--- config.mk ---
export PLATFORM = sky130hd
export DESIGN_NAME = mexp_red_cell
export DESIGN_NICKNAME = d
export VERILOG_FILES = /design/src/mexp_red_cell.sv
export SDC_FILE = /design/constraint.sdc
export NUM_CORES = 1
export LEC_CHECK = 0
export ABC_AREA = 1
export BUFFER_PORTS_ARGS = -buffer_cell sky130_fd_sc_hd__buf_2
export CAP_MARGIN = 15
export CORE_UTILIZATION = 45
export DETAILED_ROUTE_END_ITERATION = 8
export PLACE_DENSITY = 0.79
export SLEW_MARGIN = 30
export SYNTH_ARGS = -nofsm -noshare
export SYNTH_HDL_FRONTEND = slang
export SYNTH_SLANG_ARGS = --single-unit
--- constraint.sdc ---
create_clock -name clk -period 1.8 [get_ports clk]
set_clock_uncertainty 0.2 [all_clocks]
set_input_delay 0.18 -clock clk [delete_from_list [all_inputs] [get_ports clk]]
set_output_delay 0.18 -clock clk [all_outputs]
set_load 0.02 [all_outputs]
--- src/mexp_red_cell.sv ---
// One restoring-reduction cell: shifts one bit into each lane remainder and subtracts the modulus where it fits.
`default_nettype none

module mexp_red_cell #(
  parameter int MOD_WIDTH   = 16,
  parameter int SHIFT_WIDTH = 16,
  parameter int LANES       = 1,
  parameter int SIDE_WIDTH  = 1
) (
  input  wire logic                           clk,
  input  wire logic                           rst_n,
  input  wire logic                           en,
  input  wire logic                           in_valid,
  input  wire logic [LANES*MOD_WIDTH-1:0]     in_rem,
  input  wire logic [LANES*SHIFT_WIDTH-1:0]   in_rest,
  input  wire logic [MOD_WIDTH-1:0]           in_mod,
  input  wire logic [SIDE_WIDTH-1:0]          in_side,
  output logic                                out_valid,
  output logic [LANES*MOD_WIDTH-1:0]          out_rem,
  output logic [LANES*SHIFT_WIDTH-1:0]        out_rest,
  output logic [MOD_WIDTH-1:0]                out_mod,
  output logic [SIDE_WIDTH-1:0]               out_side
);

  logic                          valid_r;
  logic [LANES*MOD_WIDTH-1:0]    rem_r, rem_nxt;
  logic [LANES*SHIFT_WIDTH-1:0]  rest_r, rest_nxt;
  logic [MOD_WIDTH-1:0]          mod_r;
  logic [SIDE_WIDTH-1:0]         side_r;

  always_comb begin
    logic [MOD_WIDTH:0] t;
    logic [MOD_WIDTH:0] d;
    rem_nxt  = '0;
    rest_nxt = '0;
    for (int l = 0; l < LANES; l++) begin
      t = {in_rem[l*MOD_WIDTH +: MOD_WIDTH], in_rest[l*SHIFT_WIDTH + SHIFT_WIDTH - 1]};
      d = t - {1'b0, in_mod};
      if (t >= {1'b0, in_mod}) begin
        rem_nxt[l*MOD_WIDTH +: MOD_WIDTH] = d[MOD_WIDTH-1:0];
      end else begin
        rem_nxt[l*MOD_WIDTH +: MOD_WIDTH] = t[MOD_WIDTH-1:0];
      end
      rest_nxt[l*SHIFT_WIDTH +: SHIFT_WIDTH] =
        {in_rest[l*SHIFT_WIDTH +: SHIFT_WIDTH-1], 1'b0};
    end
  end

  always_ff @(posedge clk) begin
    if (!rst_n) begin
      valid_r <= 1'b0;
    end else if (en) begin
      valid_r <= in_valid;
    end
  end

  always_ff @(posedge clk) begin
    if (en) begin
      rem_r  <= rem_nxt;
      rest_r <= rest_nxt;
      mod_r  <= in_mod;
      side_r <= in_side;
    end
  end

  assign out_valid = valid_r;
  assign out_rem   = rem_r;
  assign out_rest  = rest_r;
  assign out_mod   = mod_r;
  assign out_side  = side_r;

endmodule

`default_nettype wire

==> results.md <==
- The total via count after detailed routing is 2714.
- The power density relative to cell area is 727 nW/um2.
- The critical path startpoint is in_rest[15].
- The flow ran to the end, and the final reports show no timing, DRC or antenna violations.
- The routed design has 7.36 mm of wire.
- The number of antenna-violating nets in the routed design is 0.
- The fraction of layout instances using a drive strength above 1 is 36.4%.
- The pre-CTS setup slack is -0.276 ns.
- The post-route worst hold slack is 0.00943 ns.
- The setup check on the worst reg-to-reg path leaves a slack of 0.35 ns.
- The count of endpoints failing hold in the final timing report is 0.
- At the end of routability-driven placement, the weighted congestion stood at between 0.8 and 0.9.
- In the routed design, unresolved DRC markers number 0.
- In this run the power spent charging and discharging nets is 992 uW.
- The number of nets in the synthesized netlist is between 300 and 400.
- The maximum root-to-sink buffer count is 2.
- The number of synthesis warnings is 0.
- Summing all flip-flop and latch instances after layout gives between 1000 and 1500 um2.
- Global routing used 22.9% of the available tracks across all layers.
- The most common cell in the synthesized netlist is nand2_1.
- Cell internal power was estimated by the tool at 2.10 mW.
- The analysis attributes to cell leakage a power of between 2 and 2.5 nW.
- After layout, the worst path uses 97.4% of the clock period.
- Summing all multi-input logic gate instances after layout gives 1230 um2.
- The first global-routing pass estimated about 11 mm of wire.
- The reg-to-reg critical path endpoint is out_valid.
- The critical path endpoint category is a register.
- For the worst flop-to-flop path, the logic depth is 3.
- Synthesis instantiated 29 different standard cells from the library.
- The number of clock sinks is ~50.
- The TritonCTS clock tree is built.
- During placement, the flow inserted port buffers numbering 101.
- The cell accounting for the most synthesized area is edfxtp_1.
- The total overflow left after global routing is 0.
- Yosys mapped a number of flops with a built-in enable equal to 48.
- Of the total power, registers draw a little under half.
- After technology mapping, the gate count stands at 317.
- The mapped netlist covers 2800 um2.
- Combinational cells account for between 30% and 40% of the total power.
- After legalization and detailed placement, the total HPWL measured about 5.2 mm.
- In the synthesized netlist the async set-or-reset flop fraction comes to 0%.
- The cell sitting at the root of the clock tree is a clkbuf_8.
- In this run the worst path has a maximum fanout of 3.
- The number of antenna violations at the first check in global routing is 0.
- The worst-skew pair later-pin latency is roughly 0.31 ns.
- The reg-to-reg critical path startpoint is out_valid.
- The y dimension of the die is 80.8 um.
- The startpoint type of the worst setup path is a primary input.
- In this run the count of I/O pins placed on the die edge is between 100 and 150.
- Data on the critical path arrives at its endpoint at between 1.5 and 2 ns.
- Entering global routing, the biggest net connects 21 pins.
- The number of global-route vias before repair is 2593.
- The clock network power share is a little over a fifth.
- After detailed routing, the average wire length per cell comes to ~13 um.
- The share of synthesized area occupied by flip-flops and latches is 52.3%.
- Setup violations remaining at the end of the flow were counted as 0.
- After filler insertion, the fill cell instance count of the layout stands at about 450.
- The overall die area is 6530 um2.
- The top cell type by area accounts for approximately 52% of the synthesized area.
- For the finished layout, the period the worst path requires is 1.75 ns.
- The H-tree was split into 2 levels.
- The initial core utilization is about 47%.
- The count of TritonRoute iterations in the first routing pass is 4.
- The type of the worst setup path is in -> reg.
- 0 antenna diodes ended up in the layout.
- After clock tree synthesis, the clock-pin slew on the worst setup and hold paths is 0.10 ns.
- The floorplan step set the die width to 80.8 um.
- The maximum VDD drop is ~0.45 mV.
- In the post-route analysis, the smallest setup slack over all paths is 0.0462 ns.
- Net switching is 32.1% of the power.
- The most used flip-flop cell after synthesis is edfxtp_1.
- The average instance in the mapped netlist occupies a little under 9 um2.
- The class of the tightest hold or removal check is in -> reg.
- The total number of placement rows is 28.
- In this run, synthesis produced a sequential element count of 49.
- Max-cap violations in this run came to 0.
- The end of the critical path is out_rem[6].
- The core box area is 5960 um2.
- At the worst endpoint, the required time is 1.68 ns.
- The TritonCTS buffer count is 5.
- The area growth from synthesis to layout is 52.4%.
- The final max-slew violation count is 0.
- The peak clock frequency supported by timing is 570 MHz.
- In this run, the number of DRC markers left after iteration 0 of detailed routing was 92.
- Using the TritonRoute via totals, the vias-per-cell ratio works out to about 4.7.
- After the last flow step, the layout net total stands at approximately 570.
- By count the netlist is led by nand2_1 (112), inv_1 (56), edfxtp_1 (48).
- In the post-synthesis netlist, the biggest area contributors are edfxtp_1 (52%), nand2_1 (15%), inv_1 (7.5%), ha_1 (7.2%), nand3_1 (4.7%).
state kept, by name, summed over array words and instances (netlist names):
register	flops
out_rem	16
out_valid	1
out_rest	15
out_side	1
out_mod	16
routing by layer:
layer  routed length [um]  up-vias  track usage (%)
li1                     -     1361                -
met1                 3060     1225             27.4
met2                 3690      116             41.1
met3                  499       12             4.04
met4                  111        0             7.68
met5                    0        -                0
critical path, cell delays in order:
cell,delay [ns]
buf_6,0.09
inv_2,0.06
ha_4,0.13
inv_4,0.03
fa_2,0.38
nand2_1,0.08
nand2_1,0.07
nand3b_1,0.11
nand2_2,0.09
buf_4,0.14
xor2_1,0.13
nand2_1,0.08
nand2_1,0.05
worst min-delay path by stage:
stage / startpoint / end / cells after the start
finish: in_rem[2] / out_rem[3] / 3
floorplan: en / out_valid / 1
global route: in_rem[2] / out_rem[3] / 3
global placement: in_rest[3] / out_rest[4] / 1
detailed placement: in_rest[11] / out_rest[12] / 1
CTS: in_rem[2] / out_rem[3] / 3
metrics by stage:
step	cell area, um2	TNS (ns)	utilization, %	power [mW]	std cells
floorplan	2860	-0.00287	-	1.98	317
global placement	3710	-3.71	62.4	2.32	526
detailed placement	3710	-4.10	62.4	2.34	526
CTS	4150	0	69.7	3.06	569
global route	4260	-0.00947	71.5	3.26	572
finish	4260	0	71.5	3.10	572
area by class of cell:
class	count	area share, %
multi-input combinational	208	28.8
tap	75	2.20
timing repair buffer	176	27.6
sequential	49	34.3
clock inverter	3	0.499
inverter	56	4.99
clock buffer	5	1.62
placed cells by master, fill, tap and decap left out:
master / synthesis / final
ha_1: 16 / 8
o21ai_2: 0 / 1
conb_1: 1 / 1
nand3b_1: 1 / 1
dlygate4sd3_1: 0 / 35
nor2_4: 1 / 2
nand2_1: 112 / 105
nand3_2: 1 / 1
and2_1: 1 / 1
edfxtp_1: 48 / 48
inv_1: 56 / 54
nand2_4: 2 / 1
nor2_2: 1 / 1
xnor2_1: 1 / 1
nand2_8: 0 / 1
clkinvlp_4: 0 / 1
inv_2: 0 / 1
or2_0: 1 / 1
or2_1: 1 / 1
nor3_1: 3 / 3
inv_4: 0 / 1
fa_2: 0 / 1
clkinv_2: 0 / 1
inv_6: 0 / 1
ha_4: 0 / 8
nand3_1: 26 / 26
buf_6: 2 / 1
buf_2: 0 / 100
clkbuf_8: 0 / 5
or2_2: 1 / 1
nand2_2: 5 / 12
a21oi_2: 1 / 1
buf_12: 0 / 1
buf_4: 2 / 39
o21ai_0: 1 / 1
dfxtp_1: 1 / 1
xor2_1: 6 / 6
nand4_1: 1 / 1
nor2_1: 15 / 14
a21oi_1: 8 / 8
cells by family (layout without fill, tap and decap cells):
kind of cell | Yosys count | in the layout | share of synthesized area [%]
flip-flops | 49 | 49 | 52.3
AO/OA/AOI/OAI | 11 | 11 | 2.10
other | 1 | 1 | 0.134
buffers and inverters | 60 | 240 | 8.86
adder cells (fa/ha/maj) | 17 | 17 | 7.88
AND/OR/NAND/NOR | 172 | 172 | 26.5
XOR/XNOR | 7 | 7 | 2.19
what timing repair did:
item	CTS	global route
hold buffers	35	0
setup endpoints to repair	0	16
resized for setup	0	16
setup buffers	0	3
endpoints found under the hold margin	34	0
power by group through the flow:
stage | Sequential (mW) | Combinational [mW] | Clock, mW
3_3_place_gp | 1.44 | 0.875 | 0
3_5_place_dp | 1.44 | 0.891 | 0
5_1_grt | 1.43 | 1.10 | 0.724
2_1_floorplan | 1.60 | 0.378 | 0
4_1_cts | 1.42 | 0.955 | 0.687
6_report | 1.42 | 1.00 | 0.674
No activity file was read; power rests on OpenSTA's default activity.
