### config.mk
export PLATFORM = sky130hd
export DESIGN_NAME = mexp_bit_slice
export DESIGN_NICKNAME = d
export VERILOG_FILES = /design/src/mexp_red_cell.sv /design/src/mexp_mul_cell.sv /design/src/mexp_bit_slice.sv
export SDC_FILE = /design/constraint.sdc
export NUM_CORES = 2
export LEC_CHECK = 0
export BUFFER_PORTS_ARGS = -buffer_cell sky130_fd_sc_hd__buf_2
export CAP_MARGIN = 10
export CORE_ASPECT_RATIO = 1.1
export CORE_MARGIN = 1
export CORE_UTILIZATION = 40
export DETAILED_ROUTE_END_ITERATION = 16
export SETUP_SLACK_MARGIN = 0.2
export SYNTH_ARGS = -nofsm -noshare
export SYNTH_HDL_FRONTEND = slang
export SYNTH_HIERARCHICAL = 1
export SYNTH_SLANG_ARGS = --single-unit
### constraint.sdc
create_clock -name clk -period 17.06 [get_ports clk]
set_input_delay 1.706 -clock clk [delete_from_list [all_inputs] [get_ports clk]]
set_output_delay 1.706 -clock clk [all_outputs]
set_load 0.1 [all_outputs]
### src/mexp_red_cell.sv
// One restoring-reduction cell: shifts one bit into each lane remainder and subtracts the modulus where it fits.
`default_nettype none

module mexp_red_cell #(
  parameter int MOD_WIDTH   = 16,
  parameter int SHIFT_WIDTH = 16,
  parameter int LANES       = 1,
  parameter int SIDE_WIDTH  = 1
) (
  input  wire logic                           clk,
  input  wire logic                           rst_n,
  input  wire logic                           en,
  input  wire logic                           in_valid,
  input  wire logic [LANES*MOD_WIDTH-1:0]     in_rem,
  input  wire logic [LANES*SHIFT_WIDTH-1:0]   in_rest,
  input  wire logic [MOD_WIDTH-1:0]           in_mod,
  input  wire logic [SIDE_WIDTH-1:0]          in_side,
  output logic                                out_valid,
  output logic [LANES*MOD_WIDTH-1:0]          out_rem,
  output logic [LANES*SHIFT_WIDTH-1:0]        out_rest,
  output logic [MOD_WIDTH-1:0]                out_mod,
  output logic [SIDE_WIDTH-1:0]               out_side
);

  logic                          valid_r;
  logic [LANES*MOD_WIDTH-1:0]    rem_r, rem_nxt;
  logic [LANES*SHIFT_WIDTH-1:0]  rest_r, rest_nxt;
  logic [MOD_WIDTH-1:0]          mod_r;
  logic [SIDE_WIDTH-1:0]         side_r;

  always_comb begin
    logic [MOD_WIDTH:0] t;
    logic [MOD_WIDTH:0] d;
    rem_nxt  = '0;
    rest_nxt = '0;
    for (int l = 0; l < LANES; l++) begin
      t = {in_rem[l*MOD_WIDTH +: MOD_WIDTH], in_rest[l*SHIFT_WIDTH + SHIFT_WIDTH - 1]};
      d = t - {1'b0, in_mod};
      if (t >= {1'b0, in_mod}) begin
        rem_nxt[l*MOD_WIDTH +: MOD_WIDTH] = d[MOD_WIDTH-1:0];
      end else begin
        rem_nxt[l*MOD_WIDTH +: MOD_WIDTH] = t[MOD_WIDTH-1:0];
      end
      rest_nxt[l*SHIFT_WIDTH +: SHIFT_WIDTH] =
        {in_rest[l*SHIFT_WIDTH +: SHIFT_WIDTH-1], 1'b0};
    end
  end

  always_ff @(posedge clk) begin
    if (!rst_n) begin
      valid_r <= 1'b0;
    end else if (en) begin
      valid_r <= in_valid;
    end
  end

  always_ff @(posedge clk) begin
    if (en) begin
      rem_r  <= rem_nxt;
      rest_r <= rest_nxt;
      mod_r  <= in_mod;
      side_r <= in_side;
    end
  end

  assign out_valid = valid_r;
  assign out_rem   = rem_r;
  assign out_rest  = rest_r;
  assign out_mod   = mod_r;
  assign out_side  = side_r;

endmodule

`default_nettype wire

### src/mexp_mul_cell.sv
// Multiply cell: forms the accumulator and square products for one exponent bit.
`default_nettype none

module mexp_mul_cell #(
  parameter int EXP_WIDTH = 32,
  parameter int MOD_WIDTH = 16
) (
  input  wire logic                             clk,
  input  wire logic                             rst_n,
  input  wire logic                             en,
  input  wire logic                             in_valid,
  input  wire logic [MOD_WIDTH-1:0]             in_acc,
  input  wire logic [MOD_WIDTH-1:0]             in_sq,
  input  wire logic [MOD_WIDTH-1:0]             in_mod,
  input  wire logic [EXP_WIDTH-1:0]             in_exp,
  output logic                                  out_valid,
  output logic [4*MOD_WIDTH-1:0]                out_prod,  // acc product, then square product
  output logic [MOD_WIDTH-1:0]                  out_mod,
  output logic [EXP_WIDTH+MOD_WIDTH:0]          out_side   // acc, skip, shifted exponent
);

  logic                          valid_r;
  logic [2*MOD_WIDTH-1:0]        pacc_r, pacc_nxt;
  logic [2*MOD_WIDTH-1:0]        psq_r, psq_nxt;
  logic [MOD_WIDTH-1:0]          mod_r;
  logic [EXP_WIDTH+MOD_WIDTH:0]  side_r, side_nxt;

  always_comb begin
    pacc_nxt = (2*MOD_WIDTH)'(in_acc) * (2*MOD_WIDTH)'(in_sq);
    psq_nxt  = (2*MOD_WIDTH)'(in_sq) * (2*MOD_WIDTH)'(in_sq);
    side_nxt = {(in_exp >> 1), ~in_exp[0], in_acc};
  end

  always_ff @(posedge clk) begin
    if (!rst_n) begin
      valid_r <= 1'b0;
    end else if (en) begin
      valid_r <= in_valid;
    end
  end

  always_ff @(posedge clk) begin
    if (en) begin
      pacc_r <= pacc_nxt;
      psq_r  <= psq_nxt;
      mod_r  <= in_mod;
      side_r <= side_nxt;
    end
  end

  assign out_valid = valid_r;
  assign out_prod  = {psq_r, pacc_r};
  assign out_mod   = mod_r;
  assign out_side  = side_r;

endmodule

`default_nettype wire

### src/mexp_bit_slice.sv
// One exponent bit: a multiply cell followed by a chain of reduction cells.
`default_nettype none

module mexp_bit_slice #(
  parameter int EXP_WIDTH = 32,
  parameter int MOD_WIDTH = 16
) (
  input  wire logic                  clk,
  input  wire logic                  rst_n,
  input  wire logic                  en,
  input  wire logic                  in_valid,
  input  wire logic [MOD_WIDTH-1:0]  in_acc,
  input  wire logic [MOD_WIDTH-1:0]  in_sq,
  input  wire logic [MOD_WIDTH-1:0]  in_mod,
  input  wire logic [EXP_WIDTH-1:0]  in_exp,
  output logic                       out_valid,
  output logic [MOD_WIDTH-1:0]       out_acc,
  output logic [MOD_WIDTH-1:0]       out_sq,
  output logic [MOD_WIDTH-1:0]       out_mod,
  output logic [EXP_WIDTH-1:0]       out_exp
);

  localparam int SIDE_WIDTH = EXP_WIDTH + MOD_WIDTH + 1;

  logic                         v    [0:MOD_WIDTH];
  logic [2*MOD_WIDTH-1:0]       rem  [0:MOD_WIDTH];
  logic [2*MOD_WIDTH-1:0]       rest [0:MOD_WIDTH];
  logic [MOD_WIDTH-1:0]         md   [0:MOD_WIDTH];
  logic [SIDE_WIDTH-1:0]        side [0:MOD_WIDTH];
  logic [4*MOD_WIDTH-1:0]       prod;

  mexp_mul_cell #(
    .EXP_WIDTH (EXP_WIDTH),
    .MOD_WIDTH (MOD_WIDTH)
  ) u_mul (
    .clk       (clk),
    .rst_n     (rst_n),
    .en        (en),
    .in_valid  (in_valid),
    .in_acc    (in_acc),
    .in_sq     (in_sq),
    .in_mod    (in_mod),
    .in_exp    (in_exp),
    .out_valid (v[0]),
    .out_prod  (prod),
    .out_mod   (md[0]),
    .out_side  (side[0])
  );

  assign rem[0]  = {prod[4*MOD_WIDTH-1:3*MOD_WIDTH], prod[2*MOD_WIDTH-1:MOD_WIDTH]};
  assign rest[0] = {prod[3*MOD_WIDTH-1:2*MOD_WIDTH], prod[MOD_WIDTH-1:0]};

  for (genvar s = 0; s < MOD_WIDTH; s++) begin : g_red
    mexp_red_cell #(
      .MOD_WIDTH   (MOD_WIDTH),
      .SHIFT_WIDTH (MOD_WIDTH),
      .LANES       (2),
      .SIDE_WIDTH  (SIDE_WIDTH)
    ) u_red (
      .clk       (clk),
      .rst_n     (rst_n),
      .en        (en),
      .in_valid  (v[s]),
      .in_rem    (rem[s]),
      .in_rest   (rest[s]),
      .in_mod    (md[s]),
      .in_side   (side[s]),
      .out_valid (v[s+1]),
      .out_rem   (rem[s+1]),
      .out_rest  (rest[s+1]),
      .out_mod   (md[s+1]),
      .out_side  (side[s+1])
    );
  end

  // skip: exponent bit clear, keep the accumulator as it was
  assign out_valid = v[MOD_WIDTH];
  assign out_acc   = side[MOD_WIDTH][MOD_WIDTH] ? side[MOD_WIDTH][MOD_WIDTH-1:0]
                                                : rem[MOD_WIDTH][MOD_WIDTH-1:0];
  assign out_sq    = rem[MOD_WIDTH][2*MOD_WIDTH-1:MOD_WIDTH];
  assign out_mod   = md[MOD_WIDTH];
  assign out_exp   = side[MOD_WIDTH][SIDE_WIDTH-1:MOD_WIDTH+1];

endmodule

`default_nettype wire

==> flow_metrics.py <==
metrics = {
    "status": {
        "status": "complete, no violations",
    },
    "floorplan": {
        "die_y_um": 547.1,
        "coreArea_um2": 267900,
        "num_io_pins": 165,
        "die_area_um2": 272200,
        "die_w_um": 497.5,
        "start_util_pct": 40.33,
        "num_rows": 199,
    },
    "clock_network": {
        "cts_tree": "yes",
        "cts_buffers": 214,
        "post_cts_buffers": 0,
        "cts_resized": 0,
        "clock-sinks": 1936,
        "clk_pin_slew_ns": 0.06,
        "clockRootBuffer": "clkbuf_16",
        "cts.path.max_buffers": 4,
        "hold_buffers": 0,
        "htreeDepth": 4,
        "clk-insertion-delay-late_ns": 0.89,
    },
    "setup_path": {
        "required_ns": 17.68,
        "ff2ff_path_depth": 9,
        "r2r_end": "g_red[11].u_red/out_rem[1]$_DFFE_PP_",
        "reg2reg_slack_ns": 13.26,
        "cp-start-kind": "input pin",
        "cp.buffers_inverters": 7,
        "path_max_fanout": 35,
        "timing_worst_setup_path_type": "in2reg",
        "endpoint_kind": "register",
        "crit_chain": "buf_2 > and2_1 > fa_1 > inv_1 > fa_1 > inv_1 > fa_1 > inv_1 > fa_1 > inv_1 > fa_1 > inv_1 > fa_1 > inv_1 > ha_1 > nand2_1 > o21ai_0 > o41ai_1 > nand3_1 > a31oi_1 > o21ai_0 > xor2_1",
        "cp_top_family": "adder cells",
        "timing.rr.start": "g_red[10].u_red/out_mod[1]$_DFFE_PP_",
        "critical_path_arrival_ns": 8.04,
        "crit_slowest_cell": "o41ai_1",
        "slowest_delay_ns": 0.65,
    },
    "route": {
        "vias": 65760,
        "wl_mm": 238.0,
        "drt_pass1_iterations": 6,
        "wire_per_inst_um": 18.99,
        "viasPerCell": 5.247,
        "ant_nets": 0,
        "drc": 0,
        "dr.first_iter.drc_count": 4280,
    },
    "global_routing": {
        "antenna_found_initial": 10,
        "globalRouteTotalUtil_pct": 17.18,
        "grt_overflow_total": 0,
        "grt_pass1_wl_mm": 372.1,
        "grt_max_degree": 158,
        "grt_pass1_vias": 66510,
    },
    "sta": {
        "slew_viol_final": 0,
        "setup_viol": 0,
        "clock_skew_ns": 0.09149,
        "rsz0062_at_grt": "no",
        "worst_slew_pin_slew_ns": 1.290,
        "max_freq_ghz": 0.1348,
        "tns_ns": 0,
        "max_slew_margin_pct": 13.21,
        "fin_crit_ns": 7.417,
        "hold_viol": 0,
        "post-route-period-util_pct": 43.48,
    },
    "placement": {
        "io_buffer_count": 164,
        "dp_hpwl_mm": 177.3,
        "dp_cells": 12140,
        "place.gp.congestion": 0.9447,
    },
    "finish": {
        "multiInputGateArea_um2": 45240,
        "layout-drive-gt1-share_pct": 9.152,
        "nNetsFinal": 10030,
        "seqCellArea_um2": 57970,
        "fillCellCount": 24290,
        "mostFrequentLayoutCell": "edfxtp_1",
        "final_cells": 12530,
        "final_cell_mix": "edfxtp_1 (1,919), inv_1 (930), nand2_1 (836)",
        "syn_to_final_growth_pct": 10.45,
    },
    "hold_path": {
        "min_from": "g_red[1].u_red/out_rest[8]$_DFFE_PP_",
        "holdPathStages": 0,
        "min_to": "g_red[2].u_red/out_rest[9]$_DFFE_PP_",
        "hold_path.class": "reg2reg",
    },
    "yosys": {
        "syn-instance-count": 8674,
        "yosysWarnings": 6,
        "syn-cell-area_um2": 108000,
        "avgSynthCellArea_um2": 12.46,
    },
    "flow_run": {
        "cap_violations": 0,
    },
    "power_and_ir_drop": {
        "power.density_nw_per_um2": 209.1,
        "p_leak_nw": 47.73,
        "ir_drop_mv": 0.2570,
    },
}
[worst register-to-register path, cell delays in order, from the launching register on]
cell	delay [ns]
edfxtp_1	0.40
inv_1	0.22
ha_1	0.29
nand2b_1	0.10
a21oi_1	0.10
o21ai_0	0.49
a311oi_1	0.30
o31ai_2	0.93
buf_4	0.36
mux2_2	0.36
[flip-flops by register name (all words and copies together), names as in the netlist]
name / cells
u_mul/psq_r: 31
u_mul/out_mod: 16
u_mul/out_valid: 1
g_red.u_red/out_mod: 256
g_red.u_red/out_rem: 512
u_mul/out_side: 48
g_red.u_red/out_rest: 240
g_red.u_red/out_side: 784
g_red.u_red/out_valid: 16
u_mul/pacc_r: 32
[final cells by class]
class / instances / area share [%]
diodes: 1 / 0.002097
repair buffers: 205 / 0.9897
multi-input cells: 5550 / 37.91
inverters: 930 / 2.925
well taps: 3517 / 3.687
flip-flops and latches: 1936 / 48.57
clock buffers: 250 / 4.618
clock inverters: 143 / 1.294
[through the flow]
step / cell area (µm²) / util (%) / setup WS (ns) / hold slack [ns] / power (mW)
after floorplan: 108100 / - / 9.229 / 0.4003 / 17.09
after global placement: 112300 / 41.91 / 8.836 / 0.4002 / 20.25
after detailed placement: 112300 / 41.91 / 8.833 / 0.4045 / 20.38
after CTS: 119300 / 44.54 / 9.789 / 0.3752 / 25.18
after global routing: 119300 / 44.54 / 9.369 / 0.3845 / 26.81
final: 119300 / 44.54 / 9.643 / 0.3779 / 24.96
[where the power goes]
part           internal [mW]  switching, mW  leakage [nW]  total [mW]
registers               6.94          0.600          19.0        7.55
logic                   5.03           7.75          25.4        12.8
clock network           2.74           1.89          3.41        4.63
[metal layers]
layer  up-vias  track usage (%)  part of all wire, %
met5         -                0                    0
met3       435            1.962                  3.6
met4         0            6.706                  3.8
met1     32260            21.46                   42
met2      1339            30.29                   50
li1      31730                -                    -
[worst max path at each step]
stage / start / endpoint / cells past startpoint
floorplan: in_sq[12] / u_mul/pacc_r[31]$_DFFE_PP_ / 20
global placement: in_sq[11] / u_mul/pacc_r[31]$_DFFE_PP_ / 19
detailed placement: in_sq[11] / u_mul/pacc_r[31]$_DFFE_PP_ / 19
CTS: in_sq[11] / u_mul/pacc_r[31]$_DFFE_PP_ / 19
global route: in_sq[4] / u_mul/psq_r[29]$_DFFE_PP_ / 21
finish: in_sq[1] / u_mul/psq_r[28]$_DFFE_PP_ / 22
(Power assumes the default switching activity.)
